--- src/hdl/stepper_pulse_ramp_generator_top_assert.svh ---
// Assertion macros for the step-pulse ramp generator.
// Each macro samples on clk and is disabled while rst_n is low.
`ifndef STEPPER_PULSE_RAMP_GENERATOR_TOP_ASSERT_SVH
`define STEPPER_PULSE_RAMP_GENERATOR_TOP_ASSERT_SVH

// Check that a condition holds at every edge.
`define SPRG_ASSERT_ALWAYS(label, expr) \
    label: assert property (@(posedge clk) disable iff (!rst_n) (expr)) \
        else $error("step pulse generator: invariant violated");

// Check that a condition is followed by another on the next edge.
`define SPRG_ASSERT_NEXT(label, ante, cons) \
    label: assert property (@(posedge clk) disable iff (!rst_n) (ante) |=> (cons)) \
        else $error("step pulse generator: sequence violated");

`endif

--- src/hdl/sprg_pkg.sv ---
// ----------------------------------------------------------------------------
// sprg_pkg
// Shared constants, codes and payload types of the step-pulse ramp generator.
// ----------------------------------------------------------------------------
package sprg_pkg;

    localparam int MOTOR_COUNT = 5;
    localparam int COUNT_WIDTH = 16;
    localparam int PIN_W       = 5;
    localparam int MASK_W      = 5;
    localparam int IDX_W       = $clog2(MOTOR_COUNT + 1);

    localparam logic OP_TICK = 1'b0;
    localparam logic OP_MOVE = 1'b1;

    typedef enum logic [1:0] {
        PH_FALL = 2'd0,
        PH_HOLD = 2'd1,
        PH_RISE = 2'd2
    } phase_t;

    typedef struct packed {
        logic                   op;
        logic [MASK_W-1:0]      motor_mask;
        logic                   direction;
        logic [COUNT_WIDTH-1:0] step_count;
        logic [COUNT_WIDTH-1:0] ramp_count;
        logic [COUNT_WIDTH-1:0] fast_delay;
        logic [COUNT_WIDTH-1:0] slow_delay;
        logic                   use_ramp;
    } cmd_t;

    typedef struct packed {
        logic [PIN_W-1:0] enable_pins_n;
        logic [PIN_W-1:0] dir_pins;
        logic [PIN_W-1:0] step_pins;
        logic             busy_res;
        logic             done_res;
        logic             rejected;
    } res_t;

endpackage

--- src/hdl/sprg_if.sv ---
// ----------------------------------------------------------------------------
// sprg_cmd_if / sprg_res_if
// Valid/ready channels carrying command requests and pin-state results.
// ----------------------------------------------------------------------------
interface sprg_cmd_if;
    logic          valid;
    logic          ready;
    sprg_pkg::cmd_t data;

    modport source (output valid, output data, input ready);
    modport sink   (input valid, input data, output ready);
endinterface

interface sprg_res_if;
    logic          valid;
    logic          ready;
    sprg_pkg::res_t data;

    modport source (output valid, output data, input ready);
    modport sink   (input valid, input data, output ready);
endinterface

--- src/hdl/stepper_pulse_ramp_generator_top.sv ---
// ----------------------------------------------------------------------------
// stepper_pulse_ramp_generator_top
// Step-pulse generator with linear speed ramp for five stepper drivers.
// ----------------------------------------------------------------------------
// Usage:
//   cmd carries one request per item: a one-microsecond tick or a move
//   command (mask, direction, counts, fast/slow half-periods, ramp enable).
//   res returns exactly one result per request: enable, direction and step
//   pin levels plus busy, done and rejected flags.
//   The result of a request accepted at one edge is registered and is
//   valid after that edge unless res stalls. A request can be accepted in
//   every cycle while cmd.ready is high; the state update is combinational
//   and folds the next motor search and the delay-level change into one pass.
//   When res stalls, results queue in an output register and a skid
//   register; cmd.ready drops only while both are full, and rises again
//   right after the edge at which res takes a result.
//   Reset drives all enables high (inactive), clears directions, step pins
//   and the move state, and empties the result queue. No clearing pass.
//   A move request arriving while a move runs is answered with rejected.
// ----------------------------------------------------------------------------
`include "stepper_pulse_ramp_generator_top_assert.svh"

module stepper_pulse_ramp_generator_top (
    input  logic              clk,
    input  logic              rst_n,
    sprg_cmd_if.sink          cmd,
    sprg_res_if.source        res
);

    localparam int MC = sprg_pkg::MOTOR_COUNT;
    localparam int CW = sprg_pkg::COUNT_WIDTH;
    localparam int IW = sprg_pkg::IDX_W;

    logic [MC-1:0]          enable_reg, enable_next;
    logic [MC-1:0]          dir_reg, dir_next;
    logic [MC-1:0]          step_reg, step_next;
    logic                   busy_reg, busy_next;
    sprg_pkg::phase_t       phase_reg, phase_next;
    logic [CW-1:0]          delay_reg, delay_next;
    logic [CW-1:0]          reps_reg, reps_next;
    logic [IW-1:0]          motor_reg, motor_next;
    logic                   half_reg, half_next;
    logic [CW-1:0]          tick_reg, tick_next;
    logic [MC-1:0]          mask_reg, mask_next;
    logic [CW-1:0]          stepc_reg, stepc_next;
    logic [CW-1:0]          ramp_reg, ramp_next;
    logic [CW-1:0]          fast_reg, fast_next;
    logic [CW-1:0]          slow_reg, slow_next;

    logic                   out_valid_reg, out_valid_next;
    sprg_pkg::res_t         out_data_reg, out_data_next;
    logic                   skid_valid_reg, skid_valid_next;
    sprg_pkg::res_t         skid_data_reg, skid_data_next;

    logic                   accept;
    logic                   start;
    logic                   done;
    logic                   rej;
    sprg_pkg::res_t         res_next;

    logic [MC-1:0]          in_mask;
    logic [CW-1:0]          in_ramp;

    sprg_pkg::phase_t       sk_phase;
    logic [CW-1:0]          sk_delay;
    logic [CW-1:0]          sk_reps;
    logic [IW-1:0]          sk_from;
    logic [MC-1:0]          sk_mask;
    logic [CW-1:0]          sk_stepc;
    logic [CW-1:0]          sk_ramp;
    logic [CW-1:0]          sk_fast;
    logic [CW-1:0]          sk_slow;

    logic                   lvl_ok;
    sprg_pkg::phase_t       lvl_phase;
    logic [CW-1:0]          lvl_delay;
    logic [CW-1:0]          lvl_reps;

    logic [IW:0]            hit_from;
    logic [IW:0]            hit_low;

    logic                   seek_ok;
    sprg_pkg::phase_t       seek_phase;
    logic [CW-1:0]          seek_delay;
    logic [CW-1:0]          seek_reps;
    logic [IW-1:0]          seek_motor;

    logic [CW-1:0]          tick_dec;

    function automatic logic [IW:0] first_set(input logic [MC-1:0] mask,
                                              input logic [IW-1:0] from);
        logic          hit;
        logic [IW-1:0] idx;
        hit = 1'b0;
        idx = '0;
        for (int i = MC - 1; i >= 0; i--)
        begin
            if (mask[i] && (i >= int'(from)))
            begin
                hit = 1'b1;
                idx = IW'(i);
            end
        end
        return {hit, idx};
    endfunction

    function automatic logic [CW-1:0] eff_delay(input logic [CW-1:0] d);
        return (d == '0) ? CW'(1) : d;
    endfunction

    assign cmd.ready = !skid_valid_reg;
    assign accept    = cmd.valid && !skid_valid_reg;
    assign start     = accept && (cmd.data.op == sprg_pkg::OP_MOVE) && !busy_reg;
    assign in_mask   = cmd.data.motor_mask[MC-1:0];
    assign in_ramp   = cmd.data.use_ramp ? cmd.data.ramp_count : '0;
    assign tick_dec  = tick_reg - CW'(1);

    // Seek inputs: fresh command on start, saved move otherwise.
    always_comb
    begin
        if (start)
        begin
            sk_mask  = in_mask;
            sk_stepc = cmd.data.step_count;
            sk_ramp  = in_ramp;
            sk_fast  = cmd.data.fast_delay;
            sk_slow  = cmd.data.slow_delay;
            sk_from  = '0;
            if ((in_ramp != '0) && (cmd.data.slow_delay > cmd.data.fast_delay))
            begin
                sk_phase = sprg_pkg::PH_FALL;
                sk_delay = cmd.data.slow_delay;
                sk_reps  = in_ramp;
            end
            else
            begin
                sk_phase = sprg_pkg::PH_HOLD;
                sk_delay = cmd.data.fast_delay;
                sk_reps  = cmd.data.step_count;
            end
        end
        else
        begin
            sk_mask  = mask_reg;
            sk_stepc = stepc_reg;
            sk_ramp  = ramp_reg;
            sk_fast  = fast_reg;
            sk_slow  = slow_reg;
            sk_from  = motor_reg + IW'(1);
            sk_phase = phase_reg;
            sk_delay = delay_reg;
            sk_reps  = reps_reg;
        end
    end

    // Next delay level once the repetitions of the current one run out.
    always_comb
    begin
        lvl_ok    = 1'b0;
        lvl_phase = sk_phase;
        lvl_delay = sk_delay;
        lvl_reps  = sk_reps;
        unique case (sk_phase)
            sprg_pkg::PH_FALL:
            begin
                if ((sk_ramp != '0) && ((sk_delay - CW'(1)) > sk_fast))
                begin
                    lvl_ok    = 1'b1;
                    lvl_delay = sk_delay - CW'(1);
                    lvl_reps  = sk_ramp;
                end
                else if (sk_stepc != '0)
                begin
                    lvl_ok    = 1'b1;
                    lvl_phase = sprg_pkg::PH_HOLD;
                    lvl_delay = sk_fast;
                    lvl_reps  = sk_stepc;
                end
                else if ((sk_ramp != '0) && (sk_fast < sk_slow))
                begin
                    lvl_ok    = 1'b1;
                    lvl_phase = sprg_pkg::PH_RISE;
                    lvl_delay = sk_fast;
                    lvl_reps  = sk_ramp;
                end
            end
            sprg_pkg::PH_HOLD:
            begin
                if ((sk_ramp != '0) && (sk_fast < sk_slow))
                begin
                    lvl_ok    = 1'b1;
                    lvl_phase = sprg_pkg::PH_RISE;
                    lvl_delay = sk_fast;
                    lvl_reps  = sk_ramp;
                end
            end
            sprg_pkg::PH_RISE:
            begin
                if (({1'b0, sk_delay} + (CW + 1)'(1)) < {1'b0, sk_slow})
                begin
                    lvl_ok    = 1'b1;
                    lvl_delay = sk_delay + CW'(1);
                    lvl_reps  = sk_ramp;
                end
            end
            default:
            begin
                lvl_ok = 1'b0;
            end
        endcase
    end

    assign hit_from = first_set(sk_mask, sk_from);
    assign hit_low  = first_set(sk_mask, '0);

    // Next motor visit: same repetition, next repetition, or next level.
    always_comb
    begin
        seek_ok    = 1'b0;
        seek_phase = sk_phase;
        seek_delay = sk_delay;
        seek_reps  = sk_reps;
        seek_motor = hit_low[IW-1:0];
        if (sk_mask == '0)
        begin
            seek_ok = 1'b0;
        end
        else if ((sk_reps != '0) && hit_from[IW])
        begin
            seek_ok    = 1'b1;
            seek_motor = hit_from[IW-1:0];
        end
        else if ((sk_reps != '0) && (sk_reps != CW'(1)))
        begin
            seek_ok   = 1'b1;
            seek_reps = sk_reps - CW'(1);
        end
        else
        begin
            seek_ok    = lvl_ok;
            seek_phase = lvl_phase;
            seek_delay = lvl_delay;
            seek_reps  = lvl_reps;
        end
    end

    // Move state update.
    always_comb
    begin
        enable_next = enable_reg;
        dir_next    = dir_reg;
        step_next   = step_reg;
        busy_next   = busy_reg;
        phase_next  = phase_reg;
        delay_next  = delay_reg;
        reps_next   = reps_reg;
        motor_next  = motor_reg;
        half_next   = half_reg;
        tick_next   = tick_reg;
        mask_next   = mask_reg;
        stepc_next  = stepc_reg;
        ramp_next   = ramp_reg;
        fast_next   = fast_reg;
        slow_next   = slow_reg;
        done        = 1'b0;
        rej         = 1'b0;

        if (accept && (cmd.data.op == sprg_pkg::OP_MOVE) && busy_reg)
        begin
            rej = 1'b1;
        end
        else if (start || (accept && busy_reg && (tick_dec == '0) && half_reg))
        begin
            if (start)
            begin
                enable_next = enable_reg & ~in_mask;
                dir_next    = cmd.data.direction ? (dir_reg | in_mask)
                                                 : (dir_reg & ~in_mask);
                mask_next   = in_mask;
                stepc_next  = cmd.data.step_count;
                ramp_next   = in_ramp;
                fast_next   = cmd.data.fast_delay;
                slow_next   = cmd.data.slow_delay;
            end
            phase_next = seek_phase;
            delay_next = seek_delay;
            reps_next  = seek_reps;
            motor_next = seek_motor;
            if (seek_ok)
            begin
                busy_next = 1'b1;
                step_next = MC'(1) << seek_motor;
                half_next = 1'b0;
                tick_next = eff_delay(seek_delay);
            end
            else
            begin
                busy_next  = 1'b0;
                step_next  = '0;
                phase_next = sprg_pkg::PH_FALL;
                half_next  = 1'b0;
                tick_next  = '0;
                done       = 1'b1;
            end
        end
        else if (accept && busy_reg)
        begin
            if (tick_dec == '0)
            begin
                step_next = '0;
                half_next = 1'b1;
                tick_next = eff_delay(delay_reg);
            end
            else
            begin
                tick_next = tick_dec;
            end
        end
    end

    always_comb
    begin
        res_next.enable_pins_n = sprg_pkg::PIN_W'(enable_next);
        res_next.dir_pins      = sprg_pkg::PIN_W'(dir_next);
        res_next.step_pins     = sprg_pkg::PIN_W'(step_next);
        res_next.busy_res      = busy_next;
        res_next.done_res      = done;
        res_next.rejected      = rej;
    end

    // Result queue: output register backed by a skid register.
    always_comb
    begin
        out_valid_next  = out_valid_reg;
        out_data_next   = out_data_reg;
        skid_valid_next = skid_valid_reg;
        skid_data_next  = skid_data_reg;
        if (!out_valid_reg || res.ready)
        begin
            if (skid_valid_reg)
            begin
                out_valid_next  = 1'b1;
                out_data_next   = skid_data_reg;
                skid_valid_next = 1'b0;
            end
            else
            begin
                out_valid_next = accept;
                out_data_next  = res_next;
            end
        end
        else if (accept)
        begin
            skid_valid_next = 1'b1;
            skid_data_next  = res_next;
        end
    end

    assign res.valid = out_valid_reg;
    assign res.data  = out_data_reg;

    always_ff @(posedge clk or negedge rst_n)
    begin
        if (!rst_n)
        begin
            enable_reg     <= '1;
            dir_reg        <= '0;
            step_reg       <= '0;
            busy_reg       <= 1'b0;
            phase_reg      <= sprg_pkg::PH_FALL;
            delay_reg      <= '0;
            reps_reg       <= '0;
            motor_reg      <= '0;
            half_reg       <= 1'b0;
            tick_reg       <= '0;
            mask_reg       <= '0;
            stepc_reg      <= '0;
            ramp_reg       <= '0;
            fast_reg       <= '0;
            slow_reg       <= '0;
            out_valid_reg  <= 1'b0;
            skid_valid_reg <= 1'b0;
        end
        else
        begin
            enable_reg     <= enable_next;
            dir_reg        <= dir_next;
            step_reg       <= step_next;
            busy_reg       <= busy_next;
            phase_reg      <= phase_next;
            delay_reg      <= delay_next;
            reps_reg       <= reps_next;
            motor_reg      <= motor_next;
            half_reg       <= half_next;
            tick_reg       <= tick_next;
            mask_reg       <= mask_next;
            stepc_reg      <= stepc_next;
            ramp_reg       <= ramp_next;
            fast_reg       <= fast_next;
            slow_reg       <= slow_next;
            out_valid_reg  <= out_valid_next;
            skid_valid_reg <= skid_valid_next;
        end
    end

    always_ff @(posedge clk)
    begin
        out_data_reg  <= out_data_next;
        skid_data_reg <= skid_data_next;
    end

    `SPRG_ASSERT_ALWAYS(a_step_onehot, $onehot0(step_reg) && ((step_reg == '0) || busy_reg))
    `SPRG_ASSERT_ALWAYS(a_skid_behind_out, !skid_valid_reg || out_valid_reg)
    `SPRG_ASSERT_NEXT(a_skid_holds, skid_valid_reg && !res.ready, skid_valid_reg)
    `SPRG_ASSERT_NEXT(a_enable_stays, 1'b1, (enable_reg & ~$past(enable_reg)) == '0)

endmodule
--- src/flat_wrapper.sv ---
// flat-port wrapper written by rule: the top's interface ports become plain ports
module stepper_pulse_ramp_generator_top_flat 
  (clk, rst_n, cmd_valid, cmd_data, cmd_ready, res_valid, res_data, res_ready);
  sprg_cmd_if cmd_i ();
  sprg_res_if res_i ();
  input  logic clk;
  input  logic rst_n;
  input wire logic [$bits(cmd_i.valid)-1:0] cmd_valid;
  input wire logic [$bits(cmd_i.data)-1:0] cmd_data;
  output wire logic [$bits(cmd_i.ready)-1:0] cmd_ready;
  output wire logic [$bits(res_i.valid)-1:0] res_valid;
  output wire logic [$bits(res_i.data)-1:0] res_data;
  input wire logic [$bits(res_i.ready)-1:0] res_ready;
  assign cmd_i.valid = cmd_valid;
  assign cmd_i.data = cmd_data;
  assign cmd_ready = cmd_i.ready;
  assign res_valid = res_i.valid;
  assign res_data = res_i.data;
  assign res_i.ready = res_ready;
  stepper_pulse_ramp_generator_top u_core (.clk(clk), .rst_n(rst_n), .cmd(cmd_i), .res(res_i));
endmodule
--- config.mk ---
export PLATFORM = sky130hd
export DESIGN_NAME = stepper_pulse_ramp_generator_top_flat
export DESIGN_NICKNAME = d
export VERILOG_FILES = /design/src/hdl/sprg_pkg.sv /design/src/hdl/sprg_if.sv /design/src/hdl/stepper_pulse_ramp_generator_top.sv /design/src/flat_wrapper.sv
export VERILOG_INCLUDE_DIRS = /design/src /design/src/hdl
export SDC_FILE = /design/constraint.sdc
export NUM_CORES = 1
export LEC_CHECK = 0
export BUFFER_PORTS_ARGS = -buffer_cell sky130_fd_sc_hd__buf_2
export CORE_MARGIN = 8
export CORE_UTILIZATION = 61
export CTS_BUF_LIST = sky130_fd_sc_hd__clkbuf_16
export CTS_CLUSTER_DIAMETER = 100
export DETAILED_ROUTE_END_ITERATION = 6
export GPL_TIMING_DRIVEN = 0
export PLACE_DENSITY = 0.81
export SLEW_MARGIN = 30
export SYNTH_ARGS = -nofsm -noshare
export SYNTH_HDL_FRONTEND = slang
export SYNTH_SLANG_ARGS = --single-unit
--- constraint.sdc ---
create_clock -name clk -period 7.8 [get_ports clk]
set_clock_uncertainty 0.1 [all_clocks]
set_input_delay 1.17 -clock clk [delete_from_list [all_inputs] [get_ports clk]]
set_output_delay 1.17 -clock clk [all_outputs]
set_load 0.03 [all_outputs]
==> metrics.yaml <==
route:
  dr.first_iter.drc_count: 2040
  dr.pass1.iters: 6
  vias_per_cell: 7.02
  wirelength_mm: 55.2
  drtAntennaViolNets: 0
  vias: 14800
  wl_per_cell_microns: 26.3
  drc: 0
sta:
  worst_pin_slew_ps: 1030
  period_share_pct: 99.6
  hold_slack_ps: 382
  setup_viol: 0
  max_freq_mhz: 129
  min_period_ps: 7770
  drv_slew: 0
  setup_ws_ps: 33.7
  finalHoldViolCount: 0
  rsz0062_at_grt: "yes"
  slew_headroom_pct: 31.3
synth:
  synthArstFlopShare_pct: 79.7
  synth_top_family_by_area: "simple AND/OR/NAND/NOR gates"
  synth.mux.area_fraction_pct: 3.37
  syn_area_per_cell_sq_um: 8.04
  ys_warn_count: 0
  yosys.area_share.simple_pct: 23.8
  synth.net_count: 1808
  yosysSeqAreaShare_pct: 34.5
  synth_adder_area_share_pct: 6.45
  synth_compound_area_share_pct: 23.5
  synth_edf_count: 36
  yosys_most_used_dff: "dfrtp_1"
  synth_area_sq_um: 13400
  synth_seq_cells: 177
  yosysUniqueCellTypes: 88
  synthXorXnorAreaFrac_pct: 2.95
  synth_cells: 1663
outcome:
  status: "completed"
clock_network:
  cts_buffer_depth: 2
  cts-htree-levels: 4
  postCtsHoldBufs: 0
  clkLatencyLatePin_ps: 460
  cts_root_buf: "clkbuf_16"
  cts_buffers: 17
  cts.clk_slew.worst_paths_ps: 80
  cts.sinks: 177
  cts_tree: "yes"
flow_run:
  maxCapViolations: 0
placed_design:
  gp_congestion: 1.06
  post-place-ws_ps: -3720
  port_buffers: 95
  placed_cells_incl_taps: 2041
  dp_hpwl_mm: 39.6
global_routing:
  antenna_found_initial: 0
  grt_max_degree: 84
  grt.total_usage_pct: 40.2
  globalRoute.totalOverflow: 0
  grt_pass1_vias: 14200
  grt_pass1_wl_mm: 82.0
die:
  design.core.area_sq_um: 21700
  start_util_pct: 61.7
  die_x_microns: 164
  fp-row-count: 54
  pin_count: 96
  die_y_microns: 164
  die-area_sq_um: 26900
layout:
  area_delta_synth_final_pct: 17.8
  fin_nets: 1955
  drive_gt1_share_pct: 19.1
  layoutNonFillerInstCount: 2103
  antennaDiodeCount: 0
  final_core_util_pct: 72.6
pwr:
  ir_worst_vdd_uv: 302
  p_total_w: 0.00781
  power_density_nw_per_um2: 496
  leakage_nw: 6.92
critical_path:
  worstPathArrival_ps: 8030
  slowest_stage: "or4_1"
  crit_type: "in -> reg"
  critPathCaptureType: "flip-flop"
  critPathLaunchType: "input port"
  cp_max_fo: 19
  slowest_delay_ps: 490
  crit_required_ps: 8060
min_path:
  hold_class: "reg -> reg"
## Yosys cell counts, drive strengths merged (11+ instances only)
| cell type | number | area (sq um) |
|---|---|---|
| nand2 | 284 | 1070 |
| dfrtp | 136 | 3400 |
| o21ai | 132 | 664 |
| nor2 | 129 | 492 |
| a21oi | 101 | 517 |
| inv | 91 | 342 |
| ha | 69 | 863 |
| clkbuf | 62 | 233 |
| nor3 | 45 | 240 |
| edfxtp | 36 | 1080 |
| nor4 | 33 | 219 |
| buf | 32 | 155 |
| mux2 | 32 | 360 |
| nand3 | 31 | 155 |
| nand4 | 29 | 181 |
| xnor2 | 29 | 254 |
| o22ai | 26 | 163 |
| o211ai | 24 | 180 |
| and2 | 23 | 144 |
| o221ai | 20 | 175 |
| a22oi | 18 | 135 |
| a211oi | 17 | 128 |
| o21a | 17 | 128 |
| and3 | 16 | 100 |
| xor2 | 16 | 140 |
| or2 | 14 | 87.6 |
| or3 | 13 | 81.3 |
| a221oi | 11 | 109 |
| o31ai | 11 | 87.6 |
## stage by stage
| step | TNS [ps] | cell area [sq um] |
|---|---|---|
| global route | -458 | 15800 |
| detailed placement | -230300 | 14300 |
| finish | 0 | 15800 |
| CTS | 0 | 15400 |
| global placement | -270350 | 14200 |
| floorplan | 0 | 13400 |
## layer usage
layer,up-vias,GRT usage (%),wire (microns)
li1,6356,-,-
met2,1215,61.2,24300
met1,6918,49.5,19600
met5,-,0,0
met4,0,25.8,4240
met3,282,11.5,7030
## worst paths after layout
kind                                         start              endpoint  slack, ps  cells after the start
min in group asynchronous                    rst_n   u_core.stepc_reg[3]        520                      1
worst max-delay path                  cmd_data[71]    u_core.tick_reg[0]         30                     29
worst min-delay path            u_core.slow_reg[5]    u_core.slow_reg[5]        380                      2
max in group asynchronous                    rst_n  u_core.enable_reg[4]       6220                      2
worst min register to register  u_core.slow_reg[5]    u_core.slow_reg[5]        380                      2
worst max register to register     u_core.busy_reg    u_core.tick_reg[0]        130                     29
## final cells by class
| class | instances | area, sq um |
|---|---|---|
| Multi-Input combinational cell | 1301 | 8550 |
| Fill cell | 1670 | 5930 |
| Sequential cell | 177 | 4620 |
| Timing Repair Buffer | 130 | 767 |
| Buffer | 92 | 480 |
| Clock buffer | 17 | 425 |
| Tap cell | 280 | 350 |
| Inverter | 91 | 348 |
| Clock inverter | 15 | 218 |
## critical path: cells and delay by family
kind,cells,cell delay [ps]
simple gates,7,1590
compound gates,10,2090
fa+ha+maj,1,300
buf+inv,11,2810
## cell usage in the layout (no fill, tap or decap), types with 9 or more instances in the layout
cell type,Yosys,final
nor3_1,42,35
and3_1,16,16
o221ai_1,20,19
a21o_1,10,10
clkbuf_16,0,17
o21ai_0,122,116
inv_1,88,87
nand2_1,282,281
o21ai_1,9,12
or3_1,13,12
a221oi_1,9,9
a21oi_1,98,95
mux2_2,32,32
and2_1,22,21
clkbuf_2,0,9
xor2_1,16,14
buf_2,10,105
o21a_1,17,17
o22ai_1,26,22
dfrtp_1,136,136
o211ai_1,24,24
nor4_1,31,25
edfxtp_1,36,36
or2_2,13,12
nand3_1,31,31
mux2i_1,9,9
o311a_1,10,10
xnor2_1,29,28
nand2b_1,10,9
nand4_1,29,29
a211oi_1,17,9
ha_1,69,68
a22oi_1,18,17
nor2_1,128,118
buf_4,2,41
clkbuf_1,62,42
## where the power goes
part | switching, W | internal [W]
combinational | 0.00352 | 0.00183
sequential | 0.000225 | 0.00128
clock | 0.000503 | 0.000452
## cells by family (layout without fill, tap and decap cells)
group	Yosys count	in the layout
adders and majority gates	69	69
xor gates and xnor gates	45	45
AOI/OAI and AO/OA	476	476
and+or+nand+nor	670	670
DFF	177	177
muxes	41	41
buffers and inverters	185	345
## repair_timing
action                                  CTS  global route
setup buffers                            15            16
gates resized for setup                  92            71
endpoints found under the setup margin   70            68
pin swaps                                10            14
(Power assumes the default switching activity.)
